[src/rtl/hpack_dynamic_table_unit_assert.svh]
// Assertion macros shared by the dynamic table RTL
`ifndef HPACK_DYNAMIC_TABLE_UNIT_ASSERT_SVH
`define HPACK_DYNAMIC_TABLE_UNIT_ASSERT_SVH

// Condition implies consequence in the same cycle
`define HPK_ASSERT_NOW(lbl, clk, rst_n, ante, cons) \
    lbl: assert property (@(posedge clk) disable iff (!(rst_n)) (ante) |-> (cons)) \
        else $error("hpack dynamic table: same-cycle check failed");

// Condition implies consequence in the next cycle
`define HPK_ASSERT_NEXT(lbl, clk, rst_n, ante, cons) \
    lbl: assert property (@(posedge clk) disable iff (!(rst_n)) (ante) |=> (cons)) \
        else $error("hpack dynamic table: next-cycle check failed");

`endif

[src/rtl/hpk_pkg.sv]
`default_nettype none
package hpk_pkg;

    localparam int RING_BYTES_DEF  = 4096;
    localparam int MAX_ENTRIES_DEF = 64;
    localparam int ENTRY_OVERHEAD  = 32;
    localparam int CFG_W           = 13;
    localparam int OUT_LEN_W       = 13;
    localparam int OUT_CNT_W       = 7;
    // wide enough for name + value + overhead + current size
    localparam int ESZ_W           = 19;
    localparam logic [CFG_W-1:0] CFG_RESET = 13'd4096;

    typedef enum logic [1:0] {
        OP_BEGIN = 2'd0,
        OP_BYTE  = 2'd1,
        OP_SIZE  = 2'd2,
        OP_READ  = 2'd3
    } t_op;

    typedef enum logic [1:0] {
        ST_OK        = 2'd0,
        ST_TOO_LARGE = 2'd1,
        ST_BAD_INDEX = 2'd2,
        ST_SEQUENCE  = 2'd3
    } t_status;

    typedef enum logic [2:0] {
        S_IDLE,
        S_DISPATCH,
        S_EVICT_CHK,
        S_EVICT_UPD,
        S_RD_DESC,
        S_RD_BYTE
    } t_state;

    typedef struct packed {
        t_op          op;
        logic [15:0]  name_length;
        logic [15:0]  value_length;
        logic [7:0]   data_byte;
        logic [31:0]  new_max_size;
        logic [15:0]  entry_index;
        logic [12:0]  byte_offset;
    } t_req;

    typedef struct packed {
        t_status      status;
        logic [7:0]   read_byte;
        logic [12:0]  entry_name_length;
        logic [12:0]  entry_value_length;
        logic [6:0]   live_entries;
        logic [12:0]  size_in_use;
        logic [12:0]  size_limit;
        logic         entry_committed;
    } t_rsp;

endpackage
`default_nettype wire

[src/rtl/hpk_ctrl.sv]
`default_nettype none
module hpk_ctrl #(
    parameter int RING_BYTES  = hpk_pkg::RING_BYTES_DEF,
    parameter int MAX_ENTRIES = hpk_pkg::MAX_ENTRIES_DEF
) (
    input  wire logic                   i_clk,
    input  wire logic                   i_rst_n,
    input  wire logic                   start,
    input  wire hpk_pkg::t_req          i_req,
    output      logic                   busy,
    output      logic                   o_done,
    output      hpk_pkg::t_rsp          o_rsp,
    input  wire logic                   i_cfg_we,
    input  wire logic [hpk_pkg::CFG_W-1:0] i_cfg_data,
    // descriptor memory
    output      logic                             o_desc_we,
    output      logic [$clog2(MAX_ENTRIES)-1:0]   o_desc_waddr,
    output      logic [$clog2(RING_BYTES)+2*$clog2(RING_BYTES+1)-1:0] o_desc_wdata,
    output      logic [$clog2(MAX_ENTRIES)-1:0]   o_desc_raddr,
    input  wire logic [$clog2(RING_BYTES)+2*$clog2(RING_BYTES+1)-1:0] i_desc_rdata,
    // byte ring memory
    output      logic                             o_ring_we,
    output      logic [$clog2(RING_BYTES)-1:0]    o_ring_waddr,
    output      logic [7:0]                       o_ring_wdata,
    output      logic [$clog2(RING_BYTES)-1:0]    o_ring_raddr,
    input  wire logic [7:0]                       i_ring_rdata
);
    import hpk_pkg::*;
    `include "hpack_dynamic_table_unit_assert.svh"

    localparam int RING_AW = $clog2(RING_BYTES);
    localparam int DESC_AW = $clog2(MAX_ENTRIES);
    localparam int LEN_W   = $clog2(RING_BYTES + 1);
    localparam int SZ_W    = LEN_W;
    localparam int CNT_W   = $clog2(MAX_ENTRIES + 1);
    localparam int SL_W    = CNT_W + 1;
    localparam int RS_W    = RING_AW + 1;
    localparam int WSZ_W   = SZ_W + 2;

    function automatic logic [SZ_W-1:0] cfg_limit(input logic [CFG_W-1:0] cfg);
        logic [SZ_W-1:0] lim;
        if (cfg == '0 || 32'(cfg) > 32'(RING_BYTES)) begin
            lim = SZ_W'(RING_BYTES);
        end else begin
            lim = SZ_W'(cfg);
        end
        return lim;
    endfunction

    t_state             r_state, n_state;
    t_req               r_req, n_req;
    logic [DESC_AW-1:0] r_head, n_head;
    logic [CNT_W-1:0]   r_count, n_count;
    logic [RING_AW-1:0] r_tail, n_tail;
    logic [SZ_W-1:0]    r_used, n_used;
    logic [SZ_W-1:0]    r_acc, n_acc;
    logic [SZ_W-1:0]    r_limit, n_limit;
    logic [LEN_W-1:0]   r_pend, n_pend;
    logic [RING_AW-1:0] r_wp, n_wp;
    logic [LEN_W-1:0]   r_pn, n_pn;
    logic [LEN_W-1:0]   r_pv, n_pv;
    logic               r_done, n_done;
    t_status            r_status, n_status;
    logic [7:0]         r_rbyte, n_rbyte;
    logic [LEN_W-1:0]   r_rn, n_rn;
    logic [LEN_W-1:0]   r_rv, n_rv;
    logic               r_commit, n_commit;

    // descriptor read data fields
    logic [RING_AW-1:0] rd_start;
    logic [LEN_W-1:0]   rd_n, rd_v;
    assign {rd_start, rd_n, rd_v} = i_desc_rdata;

    // slot arithmetic
    logic [SL_W-1:0]    oldest_sum, rslot_sum;
    logic [DESC_AW-1:0] oldest_slot, read_slot;
    logic [ESZ_W-1:0]   esize;
    logic               evict_need;
    logic [LEN_W:0]     ev_bytes;
    logic [RS_W-1:0]    ev_tail_sum, wp_sum, rd_addr_sum;
    logic [WSZ_W-1:0]   com_bytes;

    always_comb begin
        oldest_sum  = SL_W'(r_head) + SL_W'(MAX_ENTRIES) - SL_W'(r_count);
        oldest_slot = (oldest_sum >= SL_W'(MAX_ENTRIES))
                    ? DESC_AW'(oldest_sum - SL_W'(MAX_ENTRIES)) : DESC_AW'(oldest_sum);
        rslot_sum   = SL_W'(r_head) + SL_W'(MAX_ENTRIES) - SL_W'(r_req.entry_index);
        read_slot   = (rslot_sum >= SL_W'(MAX_ENTRIES))
                    ? DESC_AW'(rslot_sum - SL_W'(MAX_ENTRIES)) : DESC_AW'(rslot_sum);
        esize       = ESZ_W'(r_req.name_length) + ESZ_W'(r_req.value_length)
                    + ESZ_W'(ENTRY_OVERHEAD);
        if (r_req.op == OP_BEGIN) begin
            evict_need = ((ESZ_W'(r_acc) + esize > ESZ_W'(r_limit))
                         || r_count >= CNT_W'(MAX_ENTRIES)) && r_count != '0;
        end else begin
            evict_need = (r_acc > r_limit) && r_count != '0;
        end
        ev_bytes    = (LEN_W+1)'(rd_n) + (LEN_W+1)'(rd_v);
        ev_tail_sum = RS_W'(r_tail) + RS_W'(ev_bytes);
        wp_sum      = RS_W'(r_tail) + RS_W'(r_used);
        rd_addr_sum = RS_W'(rd_start) + RS_W'(r_req.byte_offset);
        com_bytes   = WSZ_W'(r_pn) + WSZ_W'(r_pv);
    end

    // next state, table update and memory control
    always_comb begin
        n_state  = r_state;
        n_req    = r_req;
        n_head   = r_head;
        n_count  = r_count;
        n_tail   = r_tail;
        n_used   = r_used;
        n_acc    = r_acc;
        n_limit  = r_limit;
        n_pend   = r_pend;
        n_wp     = r_wp;
        n_pn     = r_pn;
        n_pv     = r_pv;
        n_done   = 1'b0;
        n_status = r_status;
        n_rbyte  = r_rbyte;
        n_rn     = r_rn;
        n_rv     = r_rv;
        n_commit = r_commit;

        o_desc_we    = 1'b0;
        o_desc_waddr = r_head;
        o_desc_wdata = {(wp_sum >= RS_W'(RING_BYTES)) ? RING_AW'(wp_sum - RS_W'(RING_BYTES))
                                                      : RING_AW'(wp_sum),
                        LEN_W'(r_req.name_length), LEN_W'(r_req.value_length)};
        o_desc_raddr = oldest_slot;
        o_ring_we    = 1'b0;
        o_ring_waddr = r_wp;
        o_ring_wdata = r_req.data_byte;
        o_ring_raddr = (rd_addr_sum >= RS_W'(RING_BYTES))
                     ? RING_AW'(rd_addr_sum - RS_W'(RING_BYTES)) : RING_AW'(rd_addr_sum);

        unique case (r_state)
            S_IDLE: begin
                if (start) begin
                    n_req   = i_req;
                    n_state = S_DISPATCH;
                end
            end
            S_DISPATCH: begin
                n_status = ST_OK;
                n_rbyte  = '0;
                n_rn     = '0;
                n_rv     = '0;
                n_commit = 1'b0;
                unique case (r_req.op)
                    OP_BEGIN: begin
                        if (r_pend != '0) begin
                            n_status = ST_SEQUENCE;
                            n_done   = 1'b1;
                            n_state  = S_IDLE;
                        end else if (esize > ESZ_W'(r_limit)) begin
                            // entry can never fit: drop the whole table
                            n_count  = '0;
                            n_acc    = '0;
                            n_used   = '0;
                            n_tail   = '0;
                            n_head   = '0;
                            n_status = ST_TOO_LARGE;
                            n_done   = 1'b1;
                            n_state  = S_IDLE;
                        end else begin
                            n_state = S_EVICT_CHK;
                        end
                    end
                    OP_BYTE: begin
                        if (r_pend == '0) begin
                            n_status = ST_SEQUENCE;
                        end else begin
                            o_ring_we = 1'b1;
                            n_wp = (32'(r_wp) + 1 >= RING_BYTES) ? '0 : r_wp + 1'b1;
                            n_pend = r_pend - 1'b1;
                            if (r_pend == LEN_W'(1)) begin
                                n_used   = SZ_W'(WSZ_W'(r_used) + com_bytes);
                                n_acc    = SZ_W'(WSZ_W'(r_acc) + com_bytes
                                               + WSZ_W'(ENTRY_OVERHEAD));
                                n_head   = (32'(r_head) + 1 >= MAX_ENTRIES) ? '0
                                                                            : r_head + 1'b1;
                                n_count  = r_count + 1'b1;
                                n_commit = 1'b1;
                            end
                        end
                        n_done  = 1'b1;
                        n_state = S_IDLE;
                    end
                    OP_SIZE: begin
                        if (r_pend != '0) begin
                            n_status = ST_SEQUENCE;
                            n_done   = 1'b1;
                            n_state  = S_IDLE;
                        end else begin
                            n_limit = (r_req.new_max_size > 32'(RING_BYTES))
                                    ? SZ_W'(RING_BYTES) : SZ_W'(r_req.new_max_size);
                            n_state = S_EVICT_CHK;
                        end
                    end
                    OP_READ: begin
                        if (r_req.entry_index == '0
                            || 32'(r_req.entry_index) > 32'(r_count)) begin
                            n_status = ST_BAD_INDEX;
                            n_done   = 1'b1;
                            n_state  = S_IDLE;
                        end else begin
                            o_desc_raddr = read_slot;
                            n_state      = S_RD_DESC;
                        end
                    end
                    default: n_state = S_IDLE;
                endcase
            end
            S_EVICT_CHK: begin
                if (evict_need) begin
                    o_desc_raddr = oldest_slot;
                    n_state      = S_EVICT_UPD;
                end else begin
                    if (r_req.op == OP_BEGIN) begin
                        // place the descriptor and start taking bytes
                        o_desc_we = 1'b1;
                        n_wp   = o_desc_wdata[2*LEN_W +: RING_AW];
                        n_pn   = LEN_W'(r_req.name_length);
                        n_pv   = LEN_W'(r_req.value_length);
                        n_pend = LEN_W'(r_req.name_length) + LEN_W'(r_req.value_length);
                        if (r_req.name_length == '0 && r_req.value_length == '0) begin
                            n_acc    = r_acc + SZ_W'(ENTRY_OVERHEAD);
                            n_head   = (32'(r_head) + 1 >= MAX_ENTRIES) ? '0
                                                                        : r_head + 1'b1;
                            n_count  = r_count + 1'b1;
                            n_commit = 1'b1;
                        end
                    end
                    n_done  = 1'b1;
                    n_state = S_IDLE;
                end
            end
            S_EVICT_UPD: begin
                // drop the oldest entry
                n_tail  = (ev_tail_sum >= RS_W'(RING_BYTES))
                        ? RING_AW'(ev_tail_sum - RS_W'(RING_BYTES)) : RING_AW'(ev_tail_sum);
                n_used  = (WSZ_W'(ev_bytes) > WSZ_W'(r_used)) ? '0
                        : SZ_W'(WSZ_W'(r_used) - WSZ_W'(ev_bytes));
                n_acc   = (WSZ_W'(ev_bytes) + WSZ_W'(ENTRY_OVERHEAD) > WSZ_W'(r_acc)) ? '0
                        : SZ_W'(WSZ_W'(r_acc) - WSZ_W'(ev_bytes) - WSZ_W'(ENTRY_OVERHEAD));
                n_count = r_count - 1'b1;
                n_state = S_EVICT_CHK;
            end
            S_RD_DESC: begin
                n_rn = rd_n;
                n_rv = rd_v;
                if (32'(r_req.byte_offset) >= 32'(rd_n) + 32'(rd_v)) begin
                    n_status = ST_BAD_INDEX;
                    n_done   = 1'b1;
                    n_state  = S_IDLE;
                end else begin
                    n_state = S_RD_BYTE;
                end
            end
            S_RD_BYTE: begin
                n_rbyte = i_ring_rdata;
                n_done  = 1'b1;
                n_state = S_IDLE;
            end
            default: n_state = S_IDLE;
        endcase

        // a configuration write re-initializes the table
        if (i_cfg_we) begin
            n_head  = '0;
            n_count = '0;
            n_tail  = '0;
            n_used  = '0;
            n_acc   = '0;
            n_pend  = '0;
            n_wp    = '0;
            n_limit = cfg_limit(i_cfg_data);
        end
    end

    // control registers
    always_ff @(posedge i_clk) begin
        if (!i_rst_n) begin
            r_state <= S_IDLE;
            r_head  <= '0;
            r_count <= '0;
            r_tail  <= '0;
            r_used  <= '0;
            r_acc   <= '0;
            r_limit <= cfg_limit(CFG_RESET);
            r_pend  <= '0;
            r_wp    <= '0;
            r_done  <= 1'b0;
        end else begin
            r_state <= n_state;
            r_head  <= n_head;
            r_count <= n_count;
            r_tail  <= n_tail;
            r_used  <= n_used;
            r_acc   <= n_acc;
            r_limit <= n_limit;
            r_pend  <= n_pend;
            r_wp    <= n_wp;
            r_done  <= n_done;
        end
    end

    // payload registers
    always_ff @(posedge i_clk) begin
        r_req    <= n_req;
        r_pn     <= n_pn;
        r_pv     <= n_pv;
        r_status <= n_status;
        r_rbyte  <= n_rbyte;
        r_rn     <= n_rn;
        r_rv     <= n_rv;
        r_commit <= n_commit;
    end

    assign busy   = (r_state != S_IDLE);
    assign o_done = r_done;
    always_comb begin
        o_rsp.status             = r_status;
        o_rsp.read_byte          = r_rbyte;
        o_rsp.entry_name_length  = OUT_LEN_W'(r_rn);
        o_rsp.entry_value_length = OUT_LEN_W'(r_rv);
        o_rsp.live_entries       = OUT_CNT_W'(r_count);
        o_rsp.size_in_use        = OUT_LEN_W'(r_acc);
        o_rsp.size_limit         = OUT_LEN_W'(r_limit);
        o_rsp.entry_committed    = r_commit;
    end

    `HPK_ASSERT_NEXT(a_accept_busy, i_clk, i_rst_n, start && !busy && !i_cfg_we, busy)
    `HPK_ASSERT_NOW(a_done_idle, i_clk, i_rst_n, r_done, r_state == S_IDLE)
    `HPK_ASSERT_NOW(a_count_max, i_clk, i_rst_n, 1'b1, r_count <= CNT_W'(MAX_ENTRIES))
    `HPK_ASSERT_NOW(a_idle_fits, i_clk, i_rst_n, r_state == S_IDLE, r_acc <= r_limit)
    `HPK_ASSERT_NOW(a_pend_room, i_clk, i_rst_n, r_pend != '0,
                    r_count < CNT_W'(MAX_ENTRIES))
endmodule
`default_nettype wire

[config.mk]
export PLATFORM = sky130hd
export DESIGN_NAME = hpk_ctrl
export DESIGN_NICKNAME = d
export VERILOG_FILES = /design/src/rtl/hpk_pkg.sv /design/src/rtl/hpk_ctrl.sv
export VERILOG_INCLUDE_DIRS = /design/src /design/src/rtl
export SDC_FILE = /design/constraint.sdc
export NUM_CORES = 1
export LEC_CHECK = 0
export ABC_AREA = 1
export BUFFER_PORTS_ARGS = -buffer_cell sky130_fd_sc_hd__buf_4
export CORE_MARGIN = 3
export CORE_UTILIZATION = 30
export DETAILED_ROUTE_END_ITERATION = 12
export PLACE_DENSITY = 0.48
export SLEW_MARGIN = 20
export SYNTH_ARGS = -nofsm -noshare
export SYNTH_HDL_FRONTEND = slang
export SYNTH_SLANG_ARGS = --single-unit
export TNS_END_PERCENT = 20
[constraint.sdc]
create_clock -name i_clk -period 5.89 [get_ports i_clk]
set_clock_uncertainty 0.2 [all_clocks]
set_input_delay 0.589 -clock i_clk [delete_from_list [all_inputs] [get_ports i_clk]]
set_output_delay 0.589 -clock i_clk [all_outputs]
set_load 0.05 [all_outputs]
Yosys cells after proc, flatten, opt, wreduce, memory -nomap -nowiden
Cells that the tools add are included.
- logic and storage cells: 240
- register bits after elaboration: 259
- bits of input ports: 166
- output and inout bits: 156
- reductions and logical operators: 34
- mux-type cells: 105
- eq/ne operators: 25
- $add $sub $neg: 33
- order comparisons: 17
- bitwise operators: 2
- operators with widths (cell ; count):
    13-bit 2-to-1 mux ; 21
    13-bit case mux with 2 select lines ; 6
    12-bit 2-to-1 mux ; 11
    6-bit 2-to-1 mux ; 13
    13-bit adder ; 4
    13-bit greater-or-equal comparator, second input constant ; 4
    7-bit 2-to-1 mux ; 7
    16-bit zero test ; 3
    12-bit case mux with 2 select lines ; 2
    12-bit by 13-bit adder with 13-bit output ; 3
    13-bit case mux with 3 select lines ; 1
    12-bit by 1-bit subtractor with 12-bit output, second input constant ; 3
    32-bit by 13-bit greater-than comparator with 1-bit output, second input constant ; 1
    13-bit by 13-bit adder with 14-bit output ; 2
    13-bit by 6-bit adder with 13-bit output, second input constant ; 2
    13-bit zero test ; 2
    13-bit subtractor ; 2
    6-bit case mux with 2 select lines ; 2
    7-bit case mux with 3 select lines ; 1
    1-bit 2-to-1 mux ; 20
    2-bit != test, second input constant ; 10
    13-bit by 18-bit adder with 19-bit output ; 1
    19-bit by 13-bit greater-than comparator with 1-bit output ; 1
    17-bit by 6-bit adder with 18-bit output, second input constant ; 1
    other kinds (58) ; 93

Logic depth before layout (Yosys ltp)
Gate-level depths: netlist of the first run.
- depth in word-level cells: 9
- depth in mapped cells: 38
- mapped depth without buffers: 37

Worst setup path after synthesis of the first run
Ideal clock, no wire load.
- kind: register to output
- start point: reg r_req (netlist bit o_desc_wdata[1])
- end point: out o_desc_we
- data arrival time: 5761 ps
- path buffers: 0
- slack: -660 ps
- cell stages (with the launch flop): 29
- cell sequence: edfxtp_1 > ha_1 > ha_1 > fa_1 > nand2_1 > a21boi_2 > xor2_1 > ha_1 > nand2_1 > o21ai_0 > nor2_1 > o21ai_0 > nand3_1 > nand2_1 > xor2_1 > ha_1 > nand2_1 > inv_1 > a21oi_1 > nand4_1 > nand2_1 > nand2_1 > nand2_1 > nand3_1 > nor2_1 > nand3_2 > nand2_1 > nand2_1 > nor2_1
- cells in the longest elaborated chain, start to end: 9
- ends and longest elaborated chain (element ; RTL line ; RTL):
    start: declaration ; hpk_ctrl.sv:51 ; t_req r_req, n_req;
    start signal: assignment ; hpk_ctrl.sv:312 ; r_req <= n_req;
    16-bit by 16-bit adder with 17-bit output ; hpk_ctrl.sv:90 ; esize = ESZ_W'(r_req.name_length) + ESZ_W'(r_req.value_length)
    17-bit by 6-bit adder with 18-bit output ; hpk_ctrl.sv:91 ; + ESZ_W'(ENTRY_OVERHEAD);
    13-bit by 18-bit adder with 19-bit output ; hpk_ctrl.sv:93 ; evict_need = ((ESZ_W'(r_acc) + esize > ESZ_W'(r_limit))
    19-bit by 13-bit greater-than comparator with 1-bit output ; hpk_ctrl.sv:93 ;
    1-bit logical OR ; hpk_ctrl.sv:94 ; || r_count >= CNT_W'(MAX_ENTRIES)) && r_count != '0;
    1-bit logical AND ; hpk_ctrl.sv:94 ;
    1-bit 2-to-1 mux ; hpk_ctrl.sv:92 ; if (r_req.op == OP_BEGIN) begin
    1-bit 2-to-1 mux ; hpk_ctrl.sv:217 ; if (evict_need) begin
    1-bit 2-to-1 mux ; hpk_ctrl.sv:138 ; unique case (r_state)
    end: declaration ; hpk_ctrl.sv:16 ; output logic o_desc_we,
No other way between the ends.

Worst setup path after layout of the first run
- start point: reg r_req (netlist bit o_desc_wdata[16])
- end point: out o_desc_we
Same word-level chain as after synthesis.

==> results.py, run 1 <==
metrics = {
    "outcome": {
        "status": "completed",
    },
    "logic_synthesis": {
        "ys_seq_area_frac": 0.327,
        "synth_edf_count": 166,
        "synth_xor_area_frac": 0.0522,
        "synth_compound_area_frac": 0.120,
        "synth_fa_ha_area_frac": 0.187,
        "ys_seq_elements": 259,
        "synth_flop_cell": "edfxtp_1",
        "synth_top_family_by_area": "simple AND/OR/NAND/NOR gates",
        "syn-cell-area_sq_mm": 0.0210,
        "synth.avg_cell_area_sq_um": 7.79,
        "synthMuxAreaShare": 0.00197,
        "yosysWarningCount": 0,
        "syn_nets": 3157,
        "synth-simple-area-share": 0.218,
        "synthArstFlopShare": 0,
        "synth.distinct_cells": 60,
        "synthCells": 2691,
    },
    "sta": {
        "post-route-min-period_ns": 5.85,
        "final-hold-violation-count": 0,
        "worstMarginPinSlew_ns": 1.04,
        "fmax_mhz": 171,
        "rsz0062_at_grt": "true",
        "relSlewSlack": 0.303,
        "slew_viol_final": 0,
        "fin_hold_ws_ns": 0.0465,
        "finalSetupViolations": 0,
        "fin_crit_sh": 0.993,
    },
    "cells_and_area": {
        "n_fill_cell": 7116,
        "nNetsFinal": 3616,
        "drive_gt1_frac": 0.183,
        "area_growth_pct": 30.5,
        "layout.cells.non_filler": 4108,
        "multi_input_area_sq_mm": 0.0126,
        "diodes": 0,
        "ff_latch_area_sq_mm": 0.00685,
    },
    "setup_path": {
        "endpoint_kind": "output port",
        "cpMaxStageDelayCell": "fa_2",
        "reg2reg_to": "o_desc_waddr[4]$_SDFFE_PP0P_",
        "critical_path.max_stage_delay_ns": 0.48,
        "cp.required_ns": 5.10,
        "r2r_slack_ns": 0.55,
        "r2r_cells": 30,
        "r2r-start": "o_desc_wdata[16]$_DFFE_PP_",
        "worstPathMaxFanout": 4,
        "crit_buf_inv": 3,
        "crit_cells": 27,
        "path_delay_family": "adder cells",
        "path_class": "reg -> out",
        "cp.arrival_ns": 5.06,
        "worst_path_most_repeated_cell": "nand2_2",
        "crit_path_start_kind": "flip-flop",
    },
    "clocking": {
        "worstSkewPairLatency_ns": 0.56,
        "cts_tree": "yes",
        "cts_root_buffer": "clkbuf_16",
        "cts_buffers": 36,
        "clkSlewWorstSetupHoldPaths_ns": 0.06,
        "cts_max_level": 2,
        "cts_sinks": 259,
        "clock_path_buffers": 3,
    },
    "route": {
        "drt_iter0_drc": 1021,
        "vias": 19455,
        "via_per_inst": 4.74,
        "top_layer_used": "met4",
        "drc": 0,
        "wl_met3_mm": 3.41,
        "antenna_violating_nets_post_route": 0,
        "firstDrtPassIters": 5,
        "wl_met2_mm": 33.0,
        "wl_met1_mm": 30.7,
        "drt_wl_total_mm": 70.2,
        "wl_per_cell_um": 17.1,
    },
    "worst_hold_path": {
        "hold_end": "o_desc_wdata[14]$_DFFE_PP_",
        "hold_path.class": "in -> reg",
        "hold_start": "i_req[86]",
        "hold_depth": 1,
    },
    "global_routing": {
        "grt.total_usage": 0.186,
        "grt_max_degree": 91,
        "grt_pass1_vias": 19499,
        "overflow": 0,
        "antenna_found_initial": 0,
        "grt_pass1_wl_mm": 108,
    },
    "floorplan": {
        "die_h_um": 270,
        "rows": 96,
        "ios": 322,
        "chipWidth_um": 270,
        "core_sq_mm": 0.0689,
        "die-area_sq_mm": 0.0731,
        "initial_core_util": 0.304,
    },
    "flow_run": {
        "drv_cap": 0,
    },
    "place": {
        "dpl.hpwl_mm": 55.7,
        "gp_congestion": 0.895,
        "portBuffers": 321,
        "placedCellCount": 3910,
    },
    "pwr": {
        "peakVddDrop_uv": 220,
        "p_leak_uw": 0.0129,
        "power_density_mw_per_mm2": 264,
    },
}
[state kept, by name, summed over array words and instances (netlist names)]
register	count
o_ring_waddr	12
r_used	13
r_rn	13
r_acc	13
r_req	69
r_rbyte	8
r_state	3
r_commit	1
r_rv	13
r_limit	13
r_pv	13
r_pn	13
r_pend	13
r_tail	12
o_desc_wdata	26
r_status	2
o_ring_wdata	8
r_count	7
o_desc_waddr	6
o_done	1
[cells by family (layout without fill, tap and decap cells)]
family / count (synthesis) / in the layout
simple gates: 1064 / 1064
buf+inv: 476 / 962
compound gates: 463 / 463
fa+ha+maj: 300 / 300
flops: 259 / 259
xor+xnor: 125 / 125
mux: 4 / 4
[per-layer routing]
layer / vias to the layer above / track usage
li1: 9855 / -
met1: 9037 / 0.230
met2: 449 / 0.320
met3: 114 / 0.0311
met4: 0 / 0.0804
met5: - / 0
[metrics by stage]
stage	cell area [sq um]	utilization	total power (uW)	setup TNS [ns]	worst slack (ns)
floorplan	21000	-	3940	-0.0189	-0.0189
global placement	24400	0.354	4700	0	0.233
detailed placement	24400	0.354	4710	0	0.108
CTS	27000	0.392	7230	-0.0709	-0.0709
global route	27400	0.397	7690	-0.243	-0.243
finish	27400	0.397	7220	0	0.0433
[power breakdown]
part	switching [uW]	internal (uW)
Sequential	86.1	2060
Clock	878	1420
Combinational	1740	1040
[area by class of cell]
cell class	instances	area share
Sequential cell	259	0.250
Inverter	399	0.0548
Timing Repair Buffer	498	0.147
Clock inverter	20	0.00997
Clock buffer	45	0.0349
Multi-Input combinational cell	1956	0.461
Tap cell	931	0.0426
[placed cells by master, fill, tap and decap left out, types with 13 or more instances in the layout]
master           n
nand2_1        470
buf_4          397
inv_1          382
nor2_1         303
ha_1           262
a21oi_1        195
edfxtp_1       166
o21ai_0        160
nand3_1        127
dlygate4sd3_1   98
dfxtp_1         93
xor2_1          89
clkbuf_16       36
xnor2_1         30
nor3_1          28
nand4_1         25
nor4_1          21
nand2_2         18
fa_1            16
nand3b_1        15
inv_2           13
o21ai_1         13
ha_4            13
[repair_timing]
| action | CTS | global route |
|---|---|---|
| pin swaps | 27 | 36 |
| setup endpoints to repair | 1 | 1 |
| hold buffers | 98 | 0 |
| setup buffers | 21 | 14 |
| hold endpoints to repair | 98 | 0 |
| gates resized for setup | 55 | 43 |
[how the worst max path moves through the flow]
stage,startpoint,end
6_report,o_desc_wdata[16]$_DFFE_PP_,o_desc_we
5_1_grt,o_desc_wdata[1]$_DFFE_PP_,o_desc_we
4_1_cts,o_desc_wdata[17]$_DFFE_PP_,o_desc_we
3_5_place_dp,o_desc_wdata[16]$_DFFE_PP_,o_desc_we
3_3_place_gp,o_desc_wdata[1]$_DFFE_PP_,o_desc_we
2_1_floorplan,o_desc_wdata[1]$_DFFE_PP_,o_desc_we
[synth_stat cells (8+ instances only)]
library cell	number	area, sq um
o31ai_1	9	67.6
nor4_1	21	131
clkbuf_1	24	90.1
buf_2	8	40.0
buf_4	38	285
nor2_1	314	1180
o21ai_0	165	826
xnor2_1	30	263
nand3_1	130	651
nand2_1	480	1800
dfxtp_1	93	1860
or2_2	12	75.1
o21ai_1	11	55.1
a21o_1	11	82.6
nand4_1	25	156
edfxtp_1	166	4980
nand3b_1	15	113
o211ai_1	10	75.1
o21bai_1	9	67.6
fa_1	21	420
nor3_1	29	145
inv_1	389	1460
o22ai_1	8	50.1
a31oi_1	10	62.6
xor2_1	95	832
nand2_2	9	56.3
ha_1	279	3490
a21oi_1	207	1040
[worst reg2reg max path, delay by kind of cell, from the launching register on]
family | cells | cell delay [ns]
and+or+nand+nor | 12 | 1.28
adders and majority gates | 4 | 1.27
AOI/OAI and AO/OA | 7 | 0.94
buffers and inverters | 5 | 0.71
DFF | 1 | 0.42
xor gates and xnor gates | 2 | 0.37
Power figures use the tool's default switching activity.
==> run 2: changes to the inputs <==
- clock period: 5.89 -> 4.9 ns (I/O delays scaled with it)
==> results.py, run 2 (synthesis results as in run 1) <==
metrics = {
    "route": {
        "drt_wl_total_mm": 71.2,
        "drt_iter0_drc": 1084,
        "vias": 19738,
        "antenna_violating_nets_post_route": 0,
        "via_per_inst": 4.68,
        "drc": 0,
        "wl_per_cell_um": 16.9,
        "firstDrtPassIters": 5,
    },
    "cells_and_area": {
        "layout_common_cells": "493 x buf_4, 465 x nand2_1, 383 x inv_1, 305 x nor2_1, 272 x ha_1",
        "diodes": 0,
        "area_growth_pct": 34.4,
        "fin_util": 0.409,
        "mostFrequentLayoutCell": "buf_4",
        "top_register": "r_req",
        "drive_gt1_frac": 0.208,
        "largest_reg_flops": 69,
        "postLayoutCellArea_sq_mm": 0.0282,
        "nNetsFinal": 3729,
    },
    "sta": {
        "slew_viol_final": 0,
        "worstMarginPinSlew_ns": 0.961,
        "finalWorstSetupSlack_ns": -0.838,
        "fin_hold_ws_ns": 0.0436,
        "fmax_mhz": 174,
        "relSlewSlack": 0.353,
        "post-route-min-period_ns": 5.74,
        "final-hold-violation-count": 0,
        "fin_crit_sh": 1.17,
        "finalSetupViolations": 76,
        "rsz0062_at_grt": "true",
    },
    "pwr": {
        "power_density_mw_per_mm2": 314,
        "combPwrFrac": 0.407,
        "p_int_uw": 5490,
        "p_sw_uw": 3370,
        "p_leak_uw": 0.0135,
        "p_seq_frac": 0.291,
        "pwr-share-clk": 0.302,
        "switching_share": 0.380,
        "peakVddDrop_uv": 259,
    },
    "place": {
        "dpl-instance-area_sq_mm": 0.0254,
        "gp_congestion": 0.900,
        "portBuffers": 321,
        "dpl.hpwl_mm": 57.2,
    },
    "floorplan": {
        "die-area_sq_mm": 0.0731,
        "ios": 322,
        "rows": 96,
        "core_sq_mm": 0.0689,
        "initial_core_util": 0.304,
        "chipWidth_um": 270,
        "die_h_um": 270,
    },
    "flow_run": {
        "drv_cap": 0,
    },
    "setup_path": {
        "r2r_cells": 32,
        "critical_path.max_stage_delay_ns": 0.53,
        "worst_path_most_repeated_cell": "nand2_2",
        "worstPathMaxFanout": 5,
        "reg2reg_to": "r_pv[2]$_DFFE_PP_",
        "path_class": "reg -> out",
        "cp.arrival_ns": 5.05,
        "r2r_slack_ns": -0.34,
        "r2r-start": "o_desc_wdata[4]$_DFFE_PP_",
        "cp.required_ns": 4.21,
        "cpMaxStageDelayCell": "fa_1",
        "crit_path_start_kind": "flip-flop",
        "endpoint_kind": "output port",
    },
    "global_routing": {
        "grt_max_degree": 91,
        "grt_pass1_wl_mm": 110,
        "grt.total_usage": 0.191,
        "grt_pass1_vias": 19986,
        "antenna_found_initial": 0,
        "overflow": 0,
    },
    "clocking": {
        "worstSkewPairLatency_ns": 0.56,
        "cts_max_level": 2,
        "cts_root_buffer": "clkbuf_16",
        "cts_tree": "yes",
        "cts_buffers": 36,
        "cts_sinks": 259,
        "clkSlewWorstSetupHoldPaths_ns": 0.06,
        "clock_path_buffers": 3,
    },
    "outcome": {
        "violations": "negative setup slack",
        "status": "finished, violations left",
    },
    "worst_hold_path": {
        "hold_end": "r_rbyte[3]$_SDFFCE_PN0P_",
        "hold_path.class": "in -> reg",
        "hold_depth": 3,
        "hold_start": "i_ring_rdata[3]",
    },
}
[run 2: cell count changes in the layout (fill, tap and decap cells not counted), moves of 6 or more]
cell,delta
buf_4,+96
ha_1,+10
ha_4,-10
o21ai_0,-8
dlygate4sd3_1,+6
o21ai_1,+6
[run 2: power by group through the flow]
stage / Combinational [uW] / Sequential (uW) / Clock (uW)
3_5_place_dp: 3370 / 2620 / 0
4_1_cts: 3540 / 2570 / 2770
6_report: 3610 / 2570 / 2680
2_1_floorplan: 2000 / 2750 / 0
5_1_grt: 4010 / 2590 / 2830
3_3_place_gp: 3340 / 2620 / 0
[run 2: per-stage QoR]
step | power (uW) | instances | setup WS [ns] | setup TNS [ns]
2_1_floorplan | 4750 | 2691 | -0.339 | -6.40
3_3_place_gp | 5960 | 4031 | -0.423 | -22.88
3_5_place_dp | 5990 | 4031 | -0.489 | -28.48
4_1_cts | 8880 | 4223 | -0.876 | -29.31
5_1_grt | 9430 | 4221 | -1.19 | -40.98
6_report | 8860 | 4221 | -0.838 | -13.71
[run 2: timing repair]
action                                  CTS  global route
buffers inserted                         20             5
hold buffers                            104             0
endpoints found under the setup margin   77            81
cloned                                    3             0
hold endpoints to repair                104             0
resized for setup                        57            42
pin swaps                                25            42
[run 2: cell type report]
type,instances,area [sq um]
clock buffers,38,908
inverters,399,1500
flip-flops and latches,259,6850
multi-input cells,1956,12500
clock inverters,27,285
well taps,931,1160
fillers,7016,40800
repair buffers,611,5000
[run 2: routing by layer]
layer	up-vias	part of all wire	GRT usage
li1	10079	-	-
met1	9132	0.44	0.239
met4	0	0.034	0.0645
met3	113	0.045	0.0276
met2	414	0.48	0.335
met5	-	0	0
[run 2: worst max-delay path, delay by kind of cell, from the launching register on]
family / cells / cell delay (ns)
buf+inv: 5 / 0.39
fa+ha+maj: 4 / 1.33
xor+xnor: 2 / 0.34
flops: 1 / 0.43
compound gates: 3 / 0.45
simple gates: 17 / 1.53
[run 2: worst max-delay path by stage]
stage / start / end / slack, ns / cells after the start
after global placement: o_desc_wdata[3]$_DFFE_PP_ / o_desc_we / -0.42 / 27
after global routing: o_desc_wdata[14]$_DFFE_PP_ / o_desc_we / -1.19 / 35
after detailed placement: o_desc_wdata[3]$_DFFE_PP_ / o_desc_we / -0.49 / 27
final: o_desc_wdata[4]$_DFFE_PP_ / o_desc_we / -0.84 / 31
after floorplan: o_desc_wdata[14]$_DFFE_PP_ / o_desc_we / -0.34 / 28
after CTS: o_desc_wdata[4]$_DFFE_PP_ / r_pv[2]$_DFFE_PP_ / -0.88 / 38
==> run 3: changes to the inputs <==
- CORE_UTILIZATION: 30 -> 53
- PLACE_DENSITY: 0.48 -> 0.77
- REMOVE_ABC_BUFFERS: default -> 1
==> results.py, run 3 (synthesis results as in run 1) <==
metrics = {
    "outcome": {
        "status": "finished, violations left",
        "violations": "negative setup slack",
    },
    "route": {
        "via_per_inst": 5.43,
        "drt_wl_total_mm": 67.0,
        "firstDrtPassIters": 6,
        "vias": 20656,
        "antenna_violating_nets_post_route": 0,
        "drc": 0,
        "wl_per_cell_um": 17.6,
        "drt_iter0_drc": 1539,
    },
    "sta": {
        "final-hold-violation-count": 0,
        "fin_hold_ws_ns": 0.0236,
        "finalWorstSetupSlack_ns": -0.881,
        "relSlewSlack": 0.205,
        "fin_crit_sh": 1.18,
        "slew_viol_final": 0,
        "fmax_mhz": 173,
        "rsz0062_at_grt": "true",
        "post-route-min-period_ns": 5.78,
        "worstMarginPinSlew_ns": 1.19,
        "finalSetupViolations": 77,
    },
    "cells_and_area": {
        "largest_reg_flops": 69,
        "postLayoutCellArea_sq_mm": 0.0277,
        "top_register": "r_req",
        "layout_common_cells": "483 x buf_4, 464 x nand2_1, 381 x inv_1, 306 x nor2_1, 270 x ha_1",
        "ff_latch_area_sq_mm": 0.00685,
        "area_growth_pct": 32.0,
        "mostFrequentLayoutCell": "buf_4",
        "fin_util": 0.712,
        "drive_gt1_frac": 0.205,
        "n_fill_cell": 2915,
        "diodes": 0,
        "nNetsFinal": 3726,
        "multi_input_area_sq_mm": 0.0125,
    },
    "place": {
        "dp_worst_setup_slack_ns": -0.550,
        "dpl-instance-area_sq_mm": 0.0248,
        "gp_congestion": 0.993,
        "portBuffers": 321,
        "dpl.hpwl_mm": 50.2,
    },
    "pwr": {
        "power_uw": 8600,
        "peakVddDrop_uv": 307,
        "pwr-share-clk": 0.283,
        "power_density_mw_per_mm2": 311,
        "p_int_uw": 5360,
        "p_sw_uw": 3240,
        "combPwrFrac": 0.417,
        "p_leak_uw": 0.0135,
        "p_seq_frac": 0.300,
        "switching_share": 0.377,
    },
    "global_routing": {
        "antenna_found_initial": 0,
        "overflow": 0,
        "grt_pass1_vias": 20304,
        "grt_max_degree": 80,
        "grt_pass1_wl_mm": 103,
        "grt.total_usage": 0.306,
    },
    "setup_path": {
        "cp.arrival_ns": 5.09,
        "worstPathMaxFanout": 5,
        "path_class": "reg -> out",
        "cp.required_ns": 4.21,
        "crit_path_start_kind": "flip-flop",
        "endpoint_kind": "output port",
        "critical_path.max_stage_delay_ns": 0.53,
        "cpMaxStageDelayCell": "fa_1",
        "worst_path_most_repeated_cell": "nand3_2",
    },
    "floorplan": {
        "chipWidth_um": 205,
        "die-area_sq_mm": 0.0420,
        "core_sq_mm": 0.0388,
        "rows": 72,
        "die_h_um": 205,
        "initial_core_util": 0.540,
        "ios": 322,
    },
    "clocking": {
        "cts_tree": "yes",
        "cts_buffers": 31,
        "clock_path_buffers": 3,
        "cts_sinks": 259,
        "worstSkewPairLatency_ns": 0.59,
        "cts_max_level": 1,
        "clkSlewWorstSetupHoldPaths_ns": 0.07,
        "cts_root_buffer": "clkbuf_16",
    },
    "worst_hold_path": {
        "hold_path.class": "in -> reg",
    },
    "flow_run": {
        "drv_cap": 0,
    },
}
[run 3: cell count changes in the layout (fill, tap and decap cells not counted), sizes merged]
cell,delta
buf,-6
bufbuf,-1
bufinv,+1
clkbuf,+1
clkinv,-6
clkinvlp,-2
dlygate4sd3,+8
[run 3: worst max-delay path: cells and delay by family (launching register included)]
kind / cells / cell delay, ns
xor+xnor: 2 / 0.31
simple gates: 16 / 1.56
compound gates: 3 / 0.45
buf+inv: 5 / 0.42
fa+ha+maj: 4 / 1.29
flops: 1 / 0.44
[run 3: what timing repair did]
item | 4_1_cts | 5_1_grt
endpoints found under the hold margin | 112 | 0
gates cloned | 2 | 1
pin swaps | 11 | 46
resized for setup | 55 | 72
endpoints found under the setup margin | 77 | 77
setup buffers | 20 | 7
hold buffers | 112 | 0
[run 3: worst paths after layout]
check | start | to | slack (ns) | cells after the start
worst max-delay path | o_desc_wdata[17]$_DFFE_PP_ | o_desc_we | -0.88 | 30
worst min-delay path | i_cfg_data[7] | r_limit[7]$_SDFFE_PN0P_ | 0.02 | 5
worst max register to register | o_desc_wdata[17]$_DFFE_PP_ | r_pend[1]$_SDFFE_PP0P_ | -0.82 | 39
worst min register to register | r_tail[4]$_SDFFE_PP0P_ | r_tail[4]$_SDFFE_PP0P_ | 0.29 | 2
[run 3: final cells by class]
type | count | share of cell area
Multi-Input combinational cell | 1956 | 0.453
Sequential cell | 259 | 0.248
Timing Repair Buffer | 613 | 0.183
Inverter | 399 | 0.0543
Clock buffer | 38 | 0.0298
Tap cell | 518 | 0.0234
Clock inverter | 20 | 0.00859
[run 3: per-stage QoR]
| stage | setup TNS (ns) | cells |
|---|---|---|
| floorplan | -164.65 | 2614 |
| detailed placement | -31.40 | 3610 |
| finish | -46.41 | 3803 |
| global route | -71.20 | 3803 |
| CTS | -57.20 | 3802 |
| global placement | -20.41 | 3610 |
[run 3: routing by layer]
layer	vias to the layer above	wire length, um	track usage
met5	-	0	0
met4	0	3840	0.150
met1	9543	26700	0.375
met2	838	31900	0.528
li1	10067	-	-
met3	208	4580	0.0450
[run 3: power by group through the flow]
stage / combinational (uW) / clock (uW) / sequential, uW
final: 3590 / 2430 / 2580
after global routing: 3920 / 2550 / 2590
after CTS: 3410 / 2460 / 2570
after detailed placement: 3260 / 0 / 2620
after global placement: 3190 / 0 / 2610
after floorplan: 1860 / 0 / 2830
